===== src/lvp_pkg.sv =====
`timescale 1ns / 1ps
// ----------------------------------------------------------------------------
// lvp_pkg: shared types for the longest valid parentheses unit
// Transaction payloads, character codes and the cell shift operation.
// ----------------------------------------------------------------------------
package lvp_pkg;

  localparam int unsigned SymbolWidth = 8;
  localparam int unsigned BestWidth   = 16;

  localparam logic [SymbolWidth-1:0] OPEN_CHAR  = 8'h28;
  localparam logic [SymbolWidth-1:0] CLOSE_CHAR = 8'h29;

  typedef struct packed {
    logic [SymbolWidth-1:0] symbol;
    logic                   start_req;
  } lvp_in_t;

  typedef struct packed {
    logic [BestWidth-1:0] best_length;
    logic                 overflow;
  } lvp_out_t;

  // What a stack cell loads at the next edge.
  typedef enum logic [3:0] {
    CELL_HOLD     = 4'b0001,
    CELL_TAKE_UP  = 4'b0010,
    CELL_TAKE_DN1 = 4'b0100,
    CELL_TAKE_DN2 = 4'b1000
  } lvp_cell_op_t;

  typedef struct packed {
    lvp_cell_op_t op;
  } lvp_cell_ctrl_t;

endpackage


===== src/lvp_cell.sv =====
`timescale 1ns / 1ps
// ----------------------------------------------------------------------------
// lvp_cell: one stack entry of the shifting stack
// Holds one entry and loads from the entry above or one or two entries below.
// ----------------------------------------------------------------------------
module lvp_cell
  import lvp_pkg::*;
#(
  parameter int unsigned LENGTH_WIDTH = 16
) (
  input  logic                    clk,
  input  lvp_cell_ctrl_t          ctrl,
  input  logic [LENGTH_WIDTH-1:0] up_val,
  input  logic [LENGTH_WIDTH-1:0] dn1_val,
  input  logic [LENGTH_WIDTH-1:0] dn2_val,
  output logic [LENGTH_WIDTH-1:0] val
);

  logic [LENGTH_WIDTH-1:0] val_r;
  logic [LENGTH_WIDTH-1:0] val_nxt;

  always_comb begin
    unique case (ctrl.op)
      CELL_TAKE_UP:  val_nxt = up_val;
      CELL_TAKE_DN1: val_nxt = dn1_val;
      CELL_TAKE_DN2: val_nxt = dn2_val;
      default:       val_nxt = val_r;
    endcase
  end

  always_ff @(posedge clk) begin
    val_r <= val_nxt;
  end

  assign val = val_r;

endmodule


===== src/longest_valid_parentheses_unit.sv =====
`timescale 1ns / 1ps
// ----------------------------------------------------------------------------
// longest_valid_parentheses_unit: streaming longest balanced bracket run
// Scans one character per transaction and reports the longest balanced run.
// ----------------------------------------------------------------------------
// Usage:
//   The input channel (in_valid / in_ready / in_data) carries one character
//   per transaction together with a start_req flag that opens a new string.
//   Every input transaction produces exactly one output transaction
//   (out_valid / out_ready / out_data) with the best length so far in the
//   current string and the sticky overflow flag.
//   The result of a character is registered and shows on the output in the
//   cycle after the input transaction. Throughput is one character per cycle
//   while the receiver does not stall; the stack is a row of cells that all
//   shift in the same cycle; every decision looks only at the top three cells.
//   When the receiver stalls, the result stays in the output register and
//   in_ready drops; a new character is taken in the same cycle that the
//   waiting result is taken.
//   After reset the stack is empty, the best length is zero and overflow
//   is clear; no clearing pass is needed since entries at or above the
//   fill count are never looked at.
// ----------------------------------------------------------------------------
module longest_valid_parentheses_unit
  import lvp_pkg::*;
#(
  parameter int unsigned STACK_DEPTH  = 64,
  parameter int unsigned LENGTH_WIDTH = 16
) (
  input  logic     clk,
  input  logic     rst_n,
  input  logic     in_valid,
  output logic     in_ready,
  input  lvp_in_t  in_data,
  output logic     out_valid,
  input  logic     out_ready,
  output lvp_out_t out_data
);

  localparam int unsigned CntWidth = $clog2(STACK_DEPTH + 1);
  localparam logic [CntWidth-1:0] CntFull = CntWidth'(STACK_DEPTH);

  // Stack state: the top of stack sits in cell 0.
  logic [LENGTH_WIDTH-1:0] cell_val [STACK_DEPTH];
  logic [LENGTH_WIDTH-1:0] top_val  [3];
  lvp_cell_ctrl_t          cell_ctrl [STACK_DEPTH];
  logic [LENGTH_WIDTH-1:0] top_load;

  logic [CntWidth-1:0]     cnt_r, cnt_nxt;
  logic [LENGTH_WIDTH-1:0] best_r, best_nxt;
  logic                    ovf_r, ovf_nxt;
  logic                    out_valid_r;
  lvp_out_t                out_data_r;

  logic in_fire;
  assign in_ready = !out_valid_r || out_ready;
  assign in_fire  = in_valid && in_ready;

  // Values of the top three entries; cells beyond the depth read as zero,
  // but the fill count always guards those reads.
  for (genvar k = 0; k < 3; k++) begin : g_top
    if (k < STACK_DEPTH) begin : g_real
      assign top_val[k] = cell_val[k];
    end else begin : g_none
      assign top_val[k] = '0;
    end
  end

  // Decode of the current character against the top of the stack.
  logic [CntWidth-1:0]     eff_cnt;
  logic [LENGTH_WIDTH-1:0] eff_best;
  logic                    eff_ovf;
  logic                    is_open, is_close, push_ok;
  logic                    take_a, take_b, has_marker;
  logic [LENGTH_WIDTH-1:0] run_a, marker_val, below_val, run2, run3;
  logic [LENGTH_WIDTH:0]   sum1, sum2;
  logic                    merge;

  always_comb begin
    // A start request empties everything before this character is applied.
    eff_cnt  = in_data.start_req ? '0 : cnt_r;
    eff_best = in_data.start_req ? '0 : best_r;
    eff_ovf  = in_data.start_req ? 1'b0 : ovf_r;

    is_open  = (in_data.symbol == OPEN_CHAR);
    is_close = (in_data.symbol == CLOSE_CHAR);
    push_ok  = is_open && (eff_cnt != CntFull);

    // A closed run on top is lifted off first; the marker must sit under it.
    take_a     = (eff_cnt > CntWidth'(0)) && (top_val[0] != '0);
    run_a      = take_a ? top_val[0] : '0;
    marker_val = take_a ? top_val[1] : top_val[0];
    below_val  = take_a ? top_val[2] : top_val[1];
    has_marker = take_a ? ((eff_cnt > CntWidth'(1)) && (marker_val == '0))
                        : ((eff_cnt > CntWidth'(0)) && (marker_val == '0));
    take_b     = take_a ? ((eff_cnt > CntWidth'(2)) && (below_val != '0))
                        : ((eff_cnt > CntWidth'(1)) && (below_val != '0));

    // Saturating sums: a saturated run stays nonzero and is never a marker.
    sum1 = {1'b0, run_a} + (LENGTH_WIDTH + 1)'(2);
    run2 = sum1[LENGTH_WIDTH] ? '1 : sum1[LENGTH_WIDTH-1:0];
    sum2 = {1'b0, run2} + {1'b0, below_val};
    run3 = !take_b ? run2 : (sum2[LENGTH_WIDTH] ? '1 : sum2[LENGTH_WIDTH-1:0]);

    merge = is_close && has_marker;

    cnt_nxt  = eff_cnt;
    best_nxt = eff_best;
    ovf_nxt  = eff_ovf;
    top_load = '0;
    if (push_ok) begin
      cnt_nxt = eff_cnt + CntWidth'(1);
    end else if (is_open) begin
      ovf_nxt = 1'b1;
    end else if (merge) begin
      // Removes run, marker and lower run, then pushes the merged run.
      cnt_nxt  = eff_cnt - CntWidth'(take_a) - CntWidth'(take_b);
      top_load = run3;
      if (run3 > eff_best) begin
        best_nxt = run3;
      end
    end else if (is_close) begin
      cnt_nxt = '0;
    end

    for (int i = 0; i < STACK_DEPTH; i++) begin
      cell_ctrl[i].op = CELL_HOLD;
      if (in_fire) begin
        if (push_ok) begin
          cell_ctrl[i].op = CELL_TAKE_UP;
        end else if (merge) begin
          if (i == 0) begin
            cell_ctrl[i].op = CELL_TAKE_UP;
          end else if (take_a && take_b) begin
            cell_ctrl[i].op = CELL_TAKE_DN2;
          end else if (take_a || take_b) begin
            cell_ctrl[i].op = CELL_TAKE_DN1;
          end
        end
      end
    end
  end

  // The row of stack cells.
  for (genvar i = 0; i < STACK_DEPTH; i++) begin : g_cell
    logic [LENGTH_WIDTH-1:0] up_v, dn1_v, dn2_v;
    if (i == 0) begin : g_up_top
      assign up_v = top_load;
    end else begin : g_up_cell
      assign up_v = cell_val[i-1];
    end
    if (i + 1 < STACK_DEPTH) begin : g_dn1_cell
      assign dn1_v = cell_val[i+1];
    end else begin : g_dn1_none
      assign dn1_v = '0;
    end
    if (i + 2 < STACK_DEPTH) begin : g_dn2_cell
      assign dn2_v = cell_val[i+2];
    end else begin : g_dn2_none
      assign dn2_v = '0;
    end
    lvp_cell #(
      .LENGTH_WIDTH(LENGTH_WIDTH)
    ) u_cell (
      .clk     (clk),
      .ctrl    (cell_ctrl[i]),
      .up_val  (up_v),
      .dn1_val (dn1_v),
      .dn2_val (dn2_v),
      .val     (cell_val[i])
    );
  end

  // The reported best length is the low 16 bits of the internal best.
  logic [LENGTH_WIDTH+BestWidth-1:0] best_ext;
  assign best_ext = {{BestWidth{1'b0}}, best_nxt};

  always_ff @(posedge clk) begin
    if (!rst_n) begin
      cnt_r       <= '0;
      best_r      <= '0;
      ovf_r       <= 1'b0;
      out_valid_r <= 1'b0;
    end else begin
      if (in_fire) begin
        cnt_r       <= cnt_nxt;
        best_r      <= best_nxt;
        ovf_r       <= ovf_nxt;
        out_valid_r <= 1'b1;
      end else if (out_ready) begin
        out_valid_r <= 1'b0;
      end
    end
  end

  always_ff @(posedge clk) begin
    if (in_fire) begin
      out_data_r.best_length <= best_ext[BestWidth-1:0];
      out_data_r.overflow    <= ovf_nxt;
    end
  end

  assign out_valid = out_valid_r;
  assign out_data  = out_data_r;

  // The fill count never goes past the number of cells.
  a_cnt_bound: assert property (@(posedge clk) disable iff (!rst_n)
    cnt_r <= CntFull)
    else $error("stack fill count exceeds depth");

  // An accepted open bracket with room leaves a marker on top.
  a_push_marker: assert property (@(posedge clk) disable iff (!rst_n)
    in_fire && push_ok |=> cell_val[0] == '0)
    else $error("open bracket did not push a marker");

  // Without a start request the best length never shrinks.
  a_best_mono: assert property (@(posedge clk) disable iff (!rst_n)
    in_fire && !in_data.start_req |=> best_r >= $past(best_r))
    else $error("best length decreased within a string");

  // A start request on an ignored character reports an empty result.
  a_start_clears: assert property (@(posedge clk) disable iff (!rst_n)
    in_fire && in_data.start_req && !is_open && !is_close |=>
      out_valid && !out_data.overflow && best_r == '0)
    else $error("start request did not clear the state");

endmodule

===== config.mk =====
export PLATFORM = sky130hd
export DESIGN_NAME = longest_valid_parentheses_unit
export DESIGN_NICKNAME = d
export VERILOG_FILES = /design/src/lvp_pkg.sv /design/src/lvp_cell.sv /design/src/longest_valid_parentheses_unit.sv
export SDC_FILE = /design/constraint.sdc
export NUM_CORES = 2
export LEC_CHECK = 0
export BUFFER_PORTS_ARGS = -buffer_cell sky130_fd_sc_hd__buf_2
export CAP_MARGIN = 25
export CORE_ASPECT_RATIO = 1.75
export CORE_MARGIN = 2
export CORE_UTILIZATION = 30
export DETAILED_ROUTE_END_ITERATION = 12
export PLACE_DENSITY = 0.48
export SLEW_MARGIN = 20
export SYNTH_ARGS = -nofsm -noshare
export SYNTH_HDL_FRONTEND = slang
export SYNTH_SLANG_ARGS = --single-unit
export TNS_END_PERCENT = 10

===== constraint.sdc =====
create_clock -name clk -period 115.8 [get_ports clk]
set_clock_uncertainty 0.15 [all_clocks]
set_input_delay 23.16 -clock clk [delete_from_list [all_inputs] [get_ports clk]]
set_output_delay 23.16 -clock clk [all_outputs]
set_load 0.01 [all_outputs]

==> results.toml <==
[detailed_routing]
drt_first_iter_violations = 3135
vias = 36200
ant_nets = 0
first_pass_iters = 6
drc_errors = 0
vias_per_cell = 5.15
wl_per_cell_microns = 16.1
wirelength_microns = 113000

[die]
boundaryPins = 32
rows = 201
dieArea_sq_mm = 0.176
die_x_microns = 318
die_h_microns = 553
start_util = 0.302
core_sq_mm = 0.171

[global_route]
gr-usage-all-layers = 0.125
grt_pass1_vias = 36200
grt_max_degree = 237
antenna_found_initial = 1
grt_overflow = 0
grt_pass1_wl_microns = 189000

[timing]
maxSlewViolCount = 0
tightest_slew_ns = 1.09
period_share = 0.405
rsz0062_at_grt = "no"
setup_slack_ns = 68.94
final.setup.tns_ns = 0
setup_viol = 0
hold_viol_final = 0
layout_min_cycle_time_ns = 46.86
slew_headroom = 0.274
max_freq_mhz = 21.3

[placed_design]
io_buffers = 31
dp_hpwl_microns = 66100
placed_cells = 6840
dp_slack_ns = 68.94
placed_cell_area_sq_mm = 0.0534
gp_congestion = 0.779

[clock_tree]
path_clk_slew_ns = 0.06
ctsHoldBuffers = 0
cts_max_path_buffers = 3
cts_tree = "done"
clkSinkCount = 1066
worstSkewPairLatency_ns = 0.69
cts_root_buf = "clkbuf_16"
cts-resized-gates = 0
postCtsSetupBuffers = 0
htree_levels = 3
cts_buffers = 101

[logic_synthesis]
synthesis.area_sq_mm = 0.0517
synth-edff-count = 1041
yosysTopAreaCellShare = 0.604
syn_avg_cell_area_sq_um = 10.6
seq_area_frac_synth = 0.614
syn_inst = 4885
syn-num-nets = 4940
synth_top_area_cell = "edfxtp_1"
ys_warn_count = 0
ys_async_sr_fraction = 0
yosys_register_bits = 1066
synth_ff_type = "edfxtp_1"
synth_area_leaders = "edfxtp_1 60%, nand2_1 15%, a22oi_1 14%"
ys_types = 68

[pwr]
p_leak_uw = 0.0217
ir_worst_vdd_uv = 10.9
p_per_area_mw_per_mm2 = 13.6

[finish]
nFillCells = 17300
mostFrequentLayoutCells = "2042 x nand2_1, 1041 x edfxtp_1, 978 x a22oi_1"
final-seq-area_sq_mm = 0.0318
layout.cells.non_filler = 7027
layout_commonest_cell = "nand2_1"
nets = 4768
design_area_sq_mm = 0.0567
syn2layout_area_growth_pct = 9.61
multiInputGateArea_sq_mm = 0.0180
drive_gt1_frac = 0.0503

[setup_path]
path_buf_inv = 2
path_cells = "buf_2 -> nand2b_1 -> buf_2"
cp_max_fo = 3
cp.arrival_ns = 23.55
start_kind = "input port"
critical_path_required_ns = 92.49
max_stage_delay_ns = 0.15
cp-end-kind = "primary output"
cpLargestDelayFamily = "buffers and inverters"
crit_slowest_cell = "nand2b_1"
critical_path_class = "in2out"
crit_top_cell = "buf_2"

[status]
outcome = "finished, final reports clean"

[run]
cap_viol_max_count = 0

[min_path]
hp-class = "reg2reg"
[cells in the mapped netlist (12+ instances only)]
master / count
inv_1: 30
nor4_1: 14
buf_1: 21
edfxtp_1: 1041
mux2i_1: 18
a22o_1: 32
clkbuf_1: 98
o21ai_0: 34
buf_4: 77
nor2_1: 52
nand3_1: 14
ha_1: 40
buf_2: 162
a22oi_1: 978
and2_1: 20
a21oi_1: 20
nand2_1: 2042
xor2_1: 12
dfxtp_1: 25
[kinds of logic after synthesis]
| group | after synthesis | synth area share |
|---|---|---|
| mux | 19 | 0.00392 |
| flops | 1066 | 0.614 |
| fa+ha+maj | 42 | 0.0104 |
| simple gates | 2219 | 0.168 |
| xor+xnor | 19 | 0.00322 |
| compound gates | 1129 | 0.163 |
| buf+inv | 391 | 0.0379 |
[worst min-delay path, stage by stage, from the launching register on]
cell      delay, ns
dfxtp_1        0.30
inv_1          0.06
a211oi_1       0.06
[sequential cells by signal, summed over array words and instances, names as in the netlist]
signal / flops
out_data: 17
ovf_r: 1
best_r: 16
g_cell.u_cell.val: 1024
out_valid: 1
cnt_r: 7
[cell type report]
cell class	instances	share of cell area
antenna	1	0.0000441
clock buffer	126	0.0472
clock inverter	57	0.0103
inverter	33	0.00218
multi-input combinational	3428	0.318
sequential	1066	0.560
tap	2233	0.0493
timing repair buffer	83	0.0128
[power by group]
part | internal (uW) | leakage [uW] | switching, uW
registers | 418 | 0.00962 | 0.695
clock network | 188 | 0.00160 | 151
logic | 4.48 | 0.0105 | 8.50
[final timing paths]
| kind | end | slack [ns] | cells past startpoint | startpoint |
|---|---|---|---|---|
| worst min register to register | ovf_r | 0.32 | 2 | ovf_r |
| worst max-delay path | in_ready | 68.94 | 3 | out_ready |
| worst min-delay path | ovf_r | 0.32 | 2 | ovf_r |
| worst max register to register | g_cell[15].u_cell.val[4] | 106.38 | 16 | g_cell[0].u_cell.val[4] |
[metrics by stage]
stage | hold WS [ns] | utilization | total power, uW
2_1_floorplan | 0.282 | - | 437
3_3_place_gp | 0.307 | 0.311 | 440
3_5_place_dp | 0.304 | 0.312 | 440
4_1_cts | 0.322 | 0.331 | 786
5_1_grt | 0.329 | 0.331 | 798
6_report | 0.317 | 0.331 | 770
[per-layer routing]
layer | vias up | track usage | part of all wire
met5 | - | 0 | 0
met4 | 0 | 0.0388 | 0.025
met3 | 161 | 0.0148 | 0.029
met2 | 568 | 0.224 | 0.51
met1 | 17900 | 0.155 | 0.43
li1 | 17500 | - | -
(Power assumes the default switching activity.)
